==> src/hdl/ikesa_pkg.sv <==
// Shared types and codes for the SA SPI table.
`default_nettype none
package ikesa_pkg;

   localparam int SPI_W    = 64;
   localparam int STATUS_W = 3;
   localparam int INDEX_W  = 4;
   localparam int KIND_W   = 2;
   localparam int ACTIVE_W = 5;

   localparam logic [ACTIVE_W-1:0] ACTIVE_RESET = 5'd16;

   localparam logic [KIND_W-1:0] KIND_CREATE = 2'd0;
   localparam logic [KIND_W-1:0] KIND_LOOKUP = 2'd1;
   localparam logic [KIND_W-1:0] KIND_DELETE = 2'd2;
   localparam logic [KIND_W-1:0] KIND_CHECK  = 2'd3;

   localparam logic [STATUS_W-1:0] ST_OK      = 3'd0;
   localparam logic [STATUS_W-1:0] ST_FULL    = 3'd1;
   localparam logic [STATUS_W-1:0] ST_NOMATCH = 3'd2;
   localparam logic [STATUS_W-1:0] ST_ZERO    = 3'd3;
   localparam logic [STATUS_W-1:0] ST_DUP     = 3'd4;

   typedef struct packed {
      logic wr_en;
      logic rd_en;
   } mem_ctl_type;

   typedef struct packed {
      logic [STATUS_W-1:0] status;
      logic [INDEX_W-1:0]  found_index;
   } result_type;

endpackage
`default_nettype wire

==> src/hdl/ikesa_ifs.sv <==
// Request, response and register-write channel interfaces.
`default_nettype none
interface ikesa_req_if;
   logic                                valid;
   logic                                ready;
   logic [ikesa_pkg::KIND_W-1:0]        kind;
   logic                                flag_i;
   logic [ikesa_pkg::SPI_W-1:0]         initiator_spi;
   logic [ikesa_pkg::SPI_W-1:0]         responder_spi;
   logic                                original_initiator;
   logic [ikesa_pkg::INDEX_W-1:0]       entry_index;
   logic [ikesa_pkg::SPI_W-1:0]         candidate_spi;

   modport source (output valid, kind, flag_i, initiator_spi, responder_spi,
                   original_initiator, entry_index, candidate_spi, input ready);
   modport sink   (input valid, kind, flag_i, initiator_spi, responder_spi,
                   original_initiator, entry_index, candidate_spi, output ready);
endinterface

interface ikesa_rsp_if;
   logic                                valid;
   logic                                ready;
   logic [ikesa_pkg::STATUS_W-1:0]      status;
   logic [ikesa_pkg::INDEX_W-1:0]       found_index;

   modport source (output valid, status, found_index, input ready);
   modport sink   (input valid, status, found_index, output ready);
endinterface

interface ikesa_csr_if;
   logic                                valid;
   logic                                ready;
   logic [ikesa_pkg::ACTIVE_W-1:0]      active_entries;

   modport source (output valid, active_entries, input ready);
   modport sink   (input valid, active_entries, output ready);
endinterface
`default_nettype wire

==> src/hdl/ike_sa_spi_table.sv <==
// Top level of the SA SPI table: register, sequencer, SPI memory, response stage.
//
//   channel   modport   carries
//   req_if    sink      kind, flag_i, SPIs, role, entry_index, candidate_spi
//   rsp_if    source    status, found_index
//   csr_if    sink      active_entries (always ready)
//
// Delete and zero-candidate check go straight from accept to the response state.
// Create scans the in-use marks, lookup and check scan the memory, over the active
// entries clamped to TABLE_DEPTH; lookup and check read one memory entry per cycle.
// One request is in flight; a new one is taken once the previous response
// moved to the output register, even while that response is stalled.
// Reset clears the in-use marks at once and loads 16 into active_entries.
`default_nettype none
module ike_sa_spi_table #(
   parameter int TABLE_DEPTH = 16
) (
   input wire logic   clock,
   input wire logic   reset,
   ikesa_req_if.sink  req_if,
   ikesa_rsp_if.source rsp_if,
   ikesa_csr_if.sink  csr_if
);

   localparam int IDX_W = (TABLE_DEPTH > 1) ? $clog2(TABLE_DEPTH) : 1;

   logic [ikesa_pkg::ACTIVE_W-1:0]  active_ff, active_in;
   logic                            rsp_valid_ff, rsp_valid_in;
   ikesa_pkg::result_type           rsp_data_ff, rsp_data_in;

   ikesa_pkg::mem_ctl_type          mem_ctl;
   logic [IDX_W-1:0]                mem_addr;
   logic [ikesa_pkg::SPI_W-1:0]     mem_wdata;
   logic [ikesa_pkg::SPI_W-1:0]     mem_rdata;
   logic                            res_valid;
   logic                            out_free;
   ikesa_pkg::result_type           res;

   assign csr_if.ready = 1'b1;
   assign out_free     = !rsp_valid_ff || rsp_if.ready;

   always_comb begin
      active_in = active_ff;
      if (csr_if.valid) begin
         active_in = csr_if.active_entries;
      end
      rsp_valid_in = rsp_valid_ff;
      rsp_data_in  = rsp_data_ff;
      if (res_valid && out_free) begin
         rsp_valid_in = 1'b1;
         rsp_data_in  = res;
      end else if (rsp_if.ready) begin
         rsp_valid_in = 1'b0;
      end
   end

   always_ff @(posedge clock) begin
      if (reset) begin
         active_ff    <= ikesa_pkg::ACTIVE_RESET;
         rsp_valid_ff <= 1'b0;
      end else begin
         active_ff    <= active_in;
         rsp_valid_ff <= rsp_valid_in;
      end
   end

   always_ff @(posedge clock) begin
      rsp_data_ff <= rsp_data_in;
   end

   assign rsp_if.valid       = rsp_valid_ff;
   assign rsp_if.status      = rsp_data_ff.status;
   assign rsp_if.found_index = rsp_data_ff.found_index;

   ikesa_ctrl #(
      .TABLE_DEPTH (TABLE_DEPTH)
   ) u_ctrl (
      .clock              (clock),
      .reset              (reset),
      .req_valid          (req_if.valid),
      .req_ready          (req_if.ready),
      .kind               (req_if.kind),
      .flag_i             (req_if.flag_i),
      .initiator_spi      (req_if.initiator_spi),
      .responder_spi      (req_if.responder_spi),
      .original_initiator (req_if.original_initiator),
      .entry_index        (req_if.entry_index),
      .candidate_spi      (req_if.candidate_spi),
      .active_entries     (active_ff),
      .mem_ctl            (mem_ctl),
      .mem_addr           (mem_addr),
      .mem_wdata          (mem_wdata),
      .mem_rdata          (mem_rdata),
      .res_valid          (res_valid),
      .res_take           (out_free),
      .res                (res)
   );

   ikesa_spi_mem #(
      .TABLE_DEPTH (TABLE_DEPTH)
   ) u_mem (
      .clock (clock),
      .ctl   (mem_ctl),
      .addr  (mem_addr),
      .wdata (mem_wdata),
      .rdata (mem_rdata)
   );

`ifndef SYNTHESIS
   a_busy_while_result: assert property (@(posedge clock) disable iff (reset)
      res_valid |-> !req_if.ready)
      else $error("request taken while a result is pending");

   a_found_only_on_ok: assert property (@(posedge clock) disable iff (reset)
      (rsp_if.valid && rsp_if.status != ikesa_pkg::ST_OK) |-> rsp_if.found_index == '0)
      else $error("found_index set on a failing status");

   a_no_rw_overlap: assert property (@(posedge clock) disable iff (reset)
      !(mem_ctl.wr_en && mem_ctl.rd_en))
      else $error("memory read and write in the same cycle");

   a_result_moves_out: assert property (@(posedge clock) disable iff (reset)
      (res_valid && out_free) |=> rsp_if.valid)
      else $error("finished result not loaded into the response register");
`endif

endmodule
`default_nettype wire

==> src/hdl/ikesa_spi_mem.sv <==
// Own-SPI storage: one write or read port, registered read data.
`default_nettype none
module ikesa_spi_mem #(
   parameter  int TABLE_DEPTH = 16,
   localparam int AW = (TABLE_DEPTH > 1) ? $clog2(TABLE_DEPTH) : 1
) (
   input  wire logic                          clock,
   input  wire ikesa_pkg::mem_ctl_type        ctl,
   input  wire logic [AW-1:0]                 addr,
   input  wire logic [ikesa_pkg::SPI_W-1:0]   wdata,
   output logic      [ikesa_pkg::SPI_W-1:0]   rdata
);

   logic [ikesa_pkg::SPI_W-1:0] mem [TABLE_DEPTH];
   logic [ikesa_pkg::SPI_W-1:0] rdata_ff;

   always_ff @(posedge clock) begin
      if (ctl.wr_en) begin
         mem[addr] <= wdata;
      end
      if (ctl.rd_en) begin
         rdata_ff <= mem[addr];
      end
   end

   assign rdata = rdata_ff;

endmodule
`default_nettype wire

==> src/hdl/ikesa_ctrl.sv <==
// Request sequencer: in-use marks, table scan and result formation.
`default_nettype none
module ikesa_ctrl #(
   parameter  int TABLE_DEPTH = 16,
   localparam int IDX_W = (TABLE_DEPTH > 1) ? $clog2(TABLE_DEPTH) : 1
) (
   input  wire logic                            clock,
   input  wire logic                            reset,
   input  wire logic                            req_valid,
   output logic                                 req_ready,
   input  wire logic [ikesa_pkg::KIND_W-1:0]    kind,
   input  wire logic                            flag_i,
   input  wire logic [ikesa_pkg::SPI_W-1:0]     initiator_spi,
   input  wire logic [ikesa_pkg::SPI_W-1:0]     responder_spi,
   input  wire logic                            original_initiator,
   input  wire logic [ikesa_pkg::INDEX_W-1:0]   entry_index,
   input  wire logic [ikesa_pkg::SPI_W-1:0]     candidate_spi,
   input  wire logic [ikesa_pkg::ACTIVE_W-1:0]  active_entries,
   output ikesa_pkg::mem_ctl_type               mem_ctl,
   output logic      [IDX_W-1:0]                mem_addr,
   output logic      [ikesa_pkg::SPI_W-1:0]     mem_wdata,
   input  wire logic [ikesa_pkg::SPI_W-1:0]     mem_rdata,
   output logic                                 res_valid,
   input  wire logic                            res_take,
   output ikesa_pkg::result_type                res
);

   localparam int CNT_W = $clog2(TABLE_DEPTH + 1);
   localparam int CMP_W = (CNT_W > ikesa_pkg::ACTIVE_W) ? CNT_W : ikesa_pkg::ACTIVE_W;

   localparam logic [1:0] S_IDLE = 2'd0;
   localparam logic [1:0] S_SCAN = 2'd1;
   localparam logic [1:0] S_DONE = 2'd2;

   logic [1:0]                      state_ff, state_in;
   logic [TABLE_DEPTH-1:0]          in_use_ff, in_use_in;
   logic                            pend_ff, pend_in;
   logic                            pend_ok_ff, pend_ok_in;
   logic [IDX_W-1:0]                pend_idx_ff, pend_idx_in;
   logic [ikesa_pkg::KIND_W-1:0]    kind_ff, kind_in;
   logic [ikesa_pkg::SPI_W-1:0]     key_ff, key_in;
   logic [ikesa_pkg::INDEX_W-1:0]   excl_ff, excl_in;
   logic [CNT_W-1:0]                lim_ff, lim_in;
   logic [CNT_W-1:0]                cnt_ff, cnt_in;
   logic [ikesa_pkg::STATUS_W-1:0]  status_ff, status_in;
   logic [IDX_W-1:0]                found_ff, found_in;

   logic [CNT_W-1:0]                lim;
   logic [IDX_W-1:0]                scan_idx;
   logic                            scan_end;
   logic                            hit;
   logic                            del_in_range;

   always_comb begin
      lim = (CMP_W'(active_entries) > CMP_W'(TABLE_DEPTH)) ? CNT_W'(TABLE_DEPTH)
                                                           : CNT_W'(active_entries);
      scan_idx     = cnt_ff[IDX_W-1:0];
      scan_end     = (cnt_ff == lim_ff);
      hit          = pend_ff && pend_ok_ff && (mem_rdata == key_ff);
      del_in_range = CMP_W'(entry_index) < CMP_W'(TABLE_DEPTH);

      state_in    = state_ff;
      in_use_in   = in_use_ff;
      pend_in     = pend_ff;
      pend_ok_in  = pend_ok_ff;
      pend_idx_in = pend_idx_ff;
      kind_in     = kind_ff;
      key_in      = key_ff;
      excl_in     = excl_ff;
      lim_in      = lim_ff;
      cnt_in      = cnt_ff;
      status_in   = status_ff;
      found_in    = found_ff;
      mem_ctl     = '0;
      mem_addr    = scan_idx;
      mem_wdata   = key_ff;

      unique case (state_ff)
         S_IDLE: begin
            if (req_valid) begin
               kind_in   = kind;
               excl_in   = entry_index;
               lim_in    = lim;
               cnt_in    = '0;
               pend_in   = 1'b0;
               found_in  = '0;
               status_in = ikesa_pkg::ST_OK;
               unique case (kind)
                  ikesa_pkg::KIND_CREATE: begin
                     // the entry keeps only its own SPI, chosen by role
                     key_in   = original_initiator ? initiator_spi : responder_spi;
                     state_in = S_SCAN;
                  end
                  ikesa_pkg::KIND_LOOKUP: begin
                     key_in   = flag_i ? responder_spi : initiator_spi;
                     state_in = S_SCAN;
                  end
                  ikesa_pkg::KIND_DELETE: begin
                     if (del_in_range) begin
                        in_use_in[IDX_W'(entry_index)] = 1'b0;
                     end
                     state_in = S_DONE;
                  end
                  ikesa_pkg::KIND_CHECK: begin
                     key_in = candidate_spi;
                     if (candidate_spi == '0) begin
                        status_in = ikesa_pkg::ST_ZERO;
                        state_in  = S_DONE;
                     end else begin
                        state_in = S_SCAN;
                     end
                  end
                  default: state_in = S_IDLE;
               endcase
            end
         end
         S_SCAN: begin
            if (kind_ff == ikesa_pkg::KIND_CREATE) begin
               if (scan_end) begin
                  status_in = ikesa_pkg::ST_FULL;
                  state_in  = S_DONE;
               end else if (!in_use_ff[scan_idx]) begin
                  mem_ctl.wr_en       = 1'b1;
                  in_use_in[scan_idx] = 1'b1;
                  found_in            = scan_idx;
                  state_in            = S_DONE;
               end else begin
                  cnt_in = cnt_ff + 1'b1;
               end
            end else begin
               // read issued one entry ahead of the compare
               if (hit) begin
                  if (kind_ff == ikesa_pkg::KIND_LOOKUP) begin
                     found_in = pend_idx_ff;
                  end else begin
                     status_in = ikesa_pkg::ST_DUP;
                  end
                  state_in = S_DONE;
               end else if (scan_end && !pend_ff) begin
                  if (kind_ff == ikesa_pkg::KIND_LOOKUP) begin
                     status_in = ikesa_pkg::ST_NOMATCH;
                  end
                  state_in = S_DONE;
               end else if (!scan_end) begin
                  mem_ctl.rd_en = 1'b1;
                  pend_in       = 1'b1;
                  pend_idx_in   = scan_idx;
                  pend_ok_in    = in_use_ff[scan_idx] &&
                                  ((kind_ff != ikesa_pkg::KIND_CHECK) ||
                                   (CMP_W'(cnt_ff) != CMP_W'(excl_ff)));
                  cnt_in        = cnt_ff + 1'b1;
               end else begin
                  pend_in = 1'b0;
               end
            end
         end
         S_DONE: begin
            if (res_take) begin
               state_in = S_IDLE;
            end
         end
         default: state_in = S_IDLE;
      endcase
   end

   always_ff @(posedge clock) begin
      if (reset) begin
         state_ff  <= S_IDLE;
         in_use_ff <= '0;
         pend_ff   <= 1'b0;
      end else begin
         state_ff  <= state_in;
         in_use_ff <= in_use_in;
         pend_ff   <= pend_in;
      end
   end

   always_ff @(posedge clock) begin
      pend_ok_ff  <= pend_ok_in;
      pend_idx_ff <= pend_idx_in;
      kind_ff     <= kind_in;
      key_ff      <= key_in;
      excl_ff     <= excl_in;
      lim_ff      <= lim_in;
      cnt_ff      <= cnt_in;
      status_ff   <= status_in;
      found_ff    <= found_in;
   end

   assign req_ready       = (state_ff == S_IDLE);
   assign res_valid       = (state_ff == S_DONE);
   assign res.status      = status_ff;
   assign res.found_index = ikesa_pkg::INDEX_W'(found_ff);

endmodule
`default_nettype wire

==> src/flat_wrapper.sv <==
// flat-port wrapper written by rule: the top's interface ports become plain ports
module ike_sa_spi_table_flat 
#(
   parameter int TABLE_DEPTH = 16
)
  (clock, reset, req_if_valid, req_if_kind, req_if_flag_i, req_if_initiator_spi, req_if_responder_spi, req_if_original_initiator, req_if_entry_index, req_if_candidate_spi, req_if_ready, rsp_if_valid, rsp_if_status, rsp_if_found_index, rsp_if_ready, csr_if_valid, csr_if_active_entries, csr_if_ready);
  ikesa_req_if req_if_i ();
  ikesa_rsp_if rsp_if_i ();
  ikesa_csr_if csr_if_i ();
  input wire logic clock;
  input wire logic reset;
  input wire logic [$bits(req_if_i.valid)-1:0] req_if_valid;
  input wire logic [$bits(req_if_i.kind)-1:0] req_if_kind;
  input wire logic [$bits(req_if_i.flag_i)-1:0] req_if_flag_i;
  input wire logic [$bits(req_if_i.initiator_spi)-1:0] req_if_initiator_spi;
  input wire logic [$bits(req_if_i.responder_spi)-1:0] req_if_responder_spi;
  input wire logic [$bits(req_if_i.original_initiator)-1:0] req_if_original_initiator;
  input wire logic [$bits(req_if_i.entry_index)-1:0] req_if_entry_index;
  input wire logic [$bits(req_if_i.candidate_spi)-1:0] req_if_candidate_spi;
  output wire logic [$bits(req_if_i.ready)-1:0] req_if_ready;
  output wire logic [$bits(rsp_if_i.valid)-1:0] rsp_if_valid;
  output wire logic [$bits(rsp_if_i.status)-1:0] rsp_if_status;
  output wire logic [$bits(rsp_if_i.found_index)-1:0] rsp_if_found_index;
  input wire logic [$bits(rsp_if_i.ready)-1:0] rsp_if_ready;
  input wire logic [$bits(csr_if_i.valid)-1:0] csr_if_valid;
  input wire logic [$bits(csr_if_i.active_entries)-1:0] csr_if_active_entries;
  output wire logic [$bits(csr_if_i.ready)-1:0] csr_if_ready;
  assign req_if_i.valid = req_if_valid;
  assign req_if_i.kind = req_if_kind;
  assign req_if_i.flag_i = req_if_flag_i;
  assign req_if_i.initiator_spi = req_if_initiator_spi;
  assign req_if_i.responder_spi = req_if_responder_spi;
  assign req_if_i.original_initiator = req_if_original_initiator;
  assign req_if_i.entry_index = req_if_entry_index;
  assign req_if_i.candidate_spi = req_if_candidate_spi;
  assign req_if_ready = req_if_i.ready;
  assign rsp_if_valid = rsp_if_i.valid;
  assign rsp_if_status = rsp_if_i.status;
  assign rsp_if_found_index = rsp_if_i.found_index;
  assign rsp_if_i.ready = rsp_if_ready;
  assign csr_if_i.valid = csr_if_valid;
  assign csr_if_i.active_entries = csr_if_active_entries;
  assign csr_if_ready = csr_if_i.ready;
  ike_sa_spi_table #(.TABLE_DEPTH(TABLE_DEPTH)) u_core (.clock(clock), .reset(reset), .req_if(req_if_i), .rsp_if(rsp_if_i), .csr_if(csr_if_i));
endmodule
==> config.mk <==
export PLATFORM = sky130hd
export DESIGN_NAME = ike_sa_spi_table_flat
export DESIGN_NICKNAME = d
export VERILOG_FILES = /design/src/hdl/ikesa_pkg.sv /design/src/hdl/ikesa_ifs.sv /design/src/hdl/ike_sa_spi_table.sv /design/src/hdl/ikesa_spi_mem.sv /design/src/hdl/ikesa_ctrl.sv /design/src/flat_wrapper.sv
export SDC_FILE = /design/constraint.sdc
export NUM_CORES = 1
export LEC_CHECK = 0
export BUFFER_PORTS_ARGS = -buffer_cell sky130_fd_sc_hd__buf_2
export CAP_MARGIN = 20
export CELL_PAD_IN_SITES_DETAIL_PLACEMENT = 0
export CELL_PAD_IN_SITES_GLOBAL_PLACEMENT = 2
export CORE_MARGIN = 3
export CORE_UTILIZATION = 48
export DETAILED_ROUTE_END_ITERATION = 7
export HOLD_SLACK_MARGIN = 0.12
export PLACE_DENSITY_LB_ADDON = 0.25
export SETUP_SLACK_MARGIN = 0.15
export SLEW_MARGIN = 20
export SYNTH_ARGS = -nofsm -noshare
export SYNTH_HDL_FRONTEND = slang
export SYNTH_HIERARCHICAL = 1
export SYNTH_SLANG_ARGS = --single-unit
==> constraint.sdc <==
create_clock -name clock -period 9.2 [get_ports clock]
set_input_delay 0.46 -clock clock [delete_from_list [all_inputs] [get_ports clock]]
set_output_delay 0.46 -clock clock [all_outputs]
set_load 0.005 [all_outputs]
==> results.toml <==
[clock_tree]
clk_pin_slew_ps = 60
cts_tree = "built"
clock-sinks = 1212
insertion_delay_ps = 700
cts_setup_buffers = 0
cts_root_buffer = "clkbuf_16"
post_cts_resized = 0
cts_buffers = 117
cts.path.max_buffers = 3
htreeDepth = 3
cts_hold_buf = 20

[timing]
hold_violations = 0
fmax_ghz = 0.197
slew_violations = 0
rsz0062_at_grt = "no"
slew_headroom = 0.259
post-route-period-util = 0.552
worst_slew_pin_slew_ps = 1110
min_period_ps = 5080
skew_ps = 27.0
fin_tns_setup_ps = 0
setup_viol = 0

[grt]
grt_start_max_net_pins = 87
overflow = 0
first_global_vias = 26588
grt_pass1_wl_mm = 183
grt_util_all_layers = 0.244
antenna_found_initial = 15

[min_path]
min_from = "csr_if_valid"
holdPathEnd = "u_core/active_ff[1]"
whs_path_depth = 3
worstHoldPathType = "primary input to flip-flop"

[worst_setup_path]
path_cells = "buf_4 > mux4_2 > mux2i_1 > mux2_2 > nand3_1 > inv_1 > nand3_1 > nor2_4 > buf_4"
crit_required_ps = 9490
startpoint_type = "flip-flop"
end_kind = "flip-flop"
crit_fanout = 52
slowest_stage = "nor2_4"
rrSetupSlack_ps = 4120
r2r_start = "u_core/u_ctrl/cnt_ff[0]"
worstPathArrival_ps = 5370
r2r-end = "u_core/u_mem/mem[14][45]"
worst-setup-path-type = "flip-flop to flip-flop"
crit_path_max_incr_delay_ps = 900
ff2ff_path_depth = 9

[logic_synthesis]
ys_ff_latch = 1212
netlist_area_um2 = 48600
syn_inst = 2551
synth_edf_count = 1187
yosysUniqueCellTypes = 57
async_flop_share = 0
syn_nets = 2765
ys.flop_type = "edfxtp_1"
yosysSeqAreaShare = 0.744
ys_warn_count = 6
avgSynthCellArea_um2 = 19.0

[cells_and_area]
final_common_cell = "edfxtp_1"
mostFrequentLayoutCells = "edfxtp_1 (1,187), mux4_2 (260), buf_2 (214)"
final_util = 0.553
nets = 3030
synthToLayoutAreaGrowth_pct = 14.0
fin_area_um2 = 55300
drive_above_1_share = 0.250

[power]
cellPowerDensity_nw_per_um2 = 223
p_leak_nw = 18.0
ir_drop_mv = 0.178

[placed_design]
place_area_um2 = 51200
hpwlAfterDp_mm = 74.4
gp_congestion = 0.828
numPortBuffers = 218

[floorplanning]
coreArea_um2 = 100000
die_width_um = 324
die_h_um = 324
die_area_um2 = 105000
io_pins = 220
placementRows = 116
start_util = 0.485

[detailed_routing]
dr_total_vias = 25658
vias_per_cell = 6.10
drcViolationCount = 0
first_pass_iters = 5
wl_per_cell_um = 30.0
postRouteAntennaNets = 0
wl_mm = 126
drt_iter0_markers = 2748

[run]
cap_violations = 0

[outcome]
status = "completed"
## power breakdown
group | leakage [nW] | total, W | switching [W] | internal [W]
Clock | 1.88 | 0.00482 | 0.00201 | 0.00280
Sequential | 11.0 | 0.00637 | 0.000141 | 0.00623
Combinational | 5.18 | 0.00116 | 0.000682 | 0.000480
Total | 18.0 | 0.0124 | 0.00283 | 0.00952
## stage by stage
stage / hold slack (ps) / power [W] / worst slack, ps / cells
final: 156 / 0.0124 / 4120 / 4208
after CTS: 121 / 0.0124 / 4090 / 4206
after detailed placement: 421 / 0.00765 / 4120 / 3974
after global routing: 153 / 0.0128 / 3780 / 4208
after floorplan: 400 / 0.00720 / 2050 / 2551
after global placement: 415 / 0.00763 / 4170 / 3974
## sequential cells by signal, summed over array words and instances (netlist names)
signal                     flops
u_core/rsp_if.found_index      4
u_core/u_ctrl/pend_ok_ff       1
u_core/u_ctrl/cnt_ff           5
u_core/u_mem/mem            1024
u_core/u_ctrl/excl_ff          4
u_core/u_ctrl/state_ff         2
u_core/u_ctrl/pend_ff          1
u_core/active_ff               5
u_core/u_ctrl/in_use_ff       16
u_core/u_ctrl/lim_ff           5
u_core/u_ctrl/kind_ff          2
u_core/rsp_if.status           3
u_core/u_mem/rdata            64
u_core/u_ctrl/status_ff        3
u_core/u_ctrl/mem_wdata       64
u_core/u_ctrl/pend_idx_ff      4
u_core/rsp_if.valid            1
u_core/u_ctrl/found_ff         4
## layer usage
layer | vias to the layer above | part of all wire | wire (µm) | track usage
met1 | 13402 | 0.41 | 51100 | 0.343
met2 | 1142 | 0.48 | 60200 | 0.388
met5 | - | 0.00010 | 13 | 0
met4 | 2 | 0.027 | 3450 | 0.0723
li1 | 10932 | - | - | -
met3 | 180 | 0.089 | 11200 | 0.0517
## cell type report
class | instances | area [µm²]
fillers | 7655 | 44800
repair buffers | 289 | 1740
multi-input cells | 1182 | 11900
clock buffers | 143 | 3090
clock inverters | 69 | 793
diodes | 1 | 2.50
flip-flops and latches | 1212 | 36100
inverters | 14 | 52.6
well taps | 1298 | 1620
## worst max-delay path: cells and delay by family, from the launching register on
kind | cells | cell delay, ps
mux | 3 | 1040
simple gates | 3 | 1420
buf+inv | 3 | 1790
flops | 1 | 340
## synth_stat cells, types with 3 or more instances
| master | number | area [µm²] |
|---|---|---|
| buf_2 | 30 | 150 |
| nand2b_1 | 18 | 113 |
| o21ai_0 | 128 | 641 |
| a311oi_1 | 4 | 35.0 |
| a21oi_1 | 28 | 140 |
| mux4_2 | 260 | 5860 |
| nand4_1 | 17 | 106 |
| mux2i_1 | 131 | 1310 |
| nor2b_1 | 19 | 119 |
| buf_4 | 13 | 97.6 |
| a211oi_1 | 4 | 30.0 |
| edfxtp_1 | 1187 | 35600 |
| a2111oi_0 | 3 | 26.3 |
| nor3b_1 | 4 | 30.0 |
| nand2_1 | 209 | 785 |
| or4_1 | 5 | 37.5 |
| ha_1 | 4 | 50.1 |
| xor2_1 | 40 | 350 |
| and2_1 | 4 | 25.0 |
| nor2_1 | 42 | 158 |
| clkbuf_1 | 71 | 267 |
| inv_1 | 14 | 52.6 |
| nand3b_1 | 5 | 37.5 |
| nor4_1 | 30 | 188 |
| nand3_1 | 12 | 60.1 |
| nor3_1 | 25 | 125 |
| buf_1 | 27 | 101 |
| a22oi_1 | 128 | 961 |
| dfxtp_1 | 25 | 500 |
| xnor2_1 | 29 | 254 |
## logic make-up (layout without fill, tap and decap cells)
kind of cell,count (synthesis),after routing,synth area share
other,1,2,0.0000772
muxes,392,392,0.148
AOI/OAI and AO/OA,313,313,0.0410
and+or+nand+nor,403,403,0.0390
buffers and inverters,157,515,0.0142
adders and majority gates,4,4,0.00103
xor gates and xnor gates,69,69,0.0124
DFF,1212,1212,0.744
## worst max path at each step
stage / from / end / slack (ps) / depth (start not counted)
final: u_core/u_ctrl/cnt_ff[0] / u_core/u_mem/mem[14][45] / 4120 / 9
after global routing: u_core/u_ctrl/cnt_ff[0] / u_core/u_mem/mem[14][45] / 3780 / 9
after CTS: u_core/u_ctrl/cnt_ff[0] / u_core/u_mem/mem[14][45] / 4090 / 9
after detailed placement: u_core/u_ctrl/cnt_ff[0] / u_core/u_mem/mem[14][38] / 4120 / 9
after global placement: u_core/u_ctrl/cnt_ff[0] / u_core/u_mem/mem[14][38] / 4170 / 9
after floorplan: u_core/u_ctrl/cnt_ff[0] / u_core/u_mem/mem[0][0] / 2050 / 8
(Power assumes the default switching activity.)
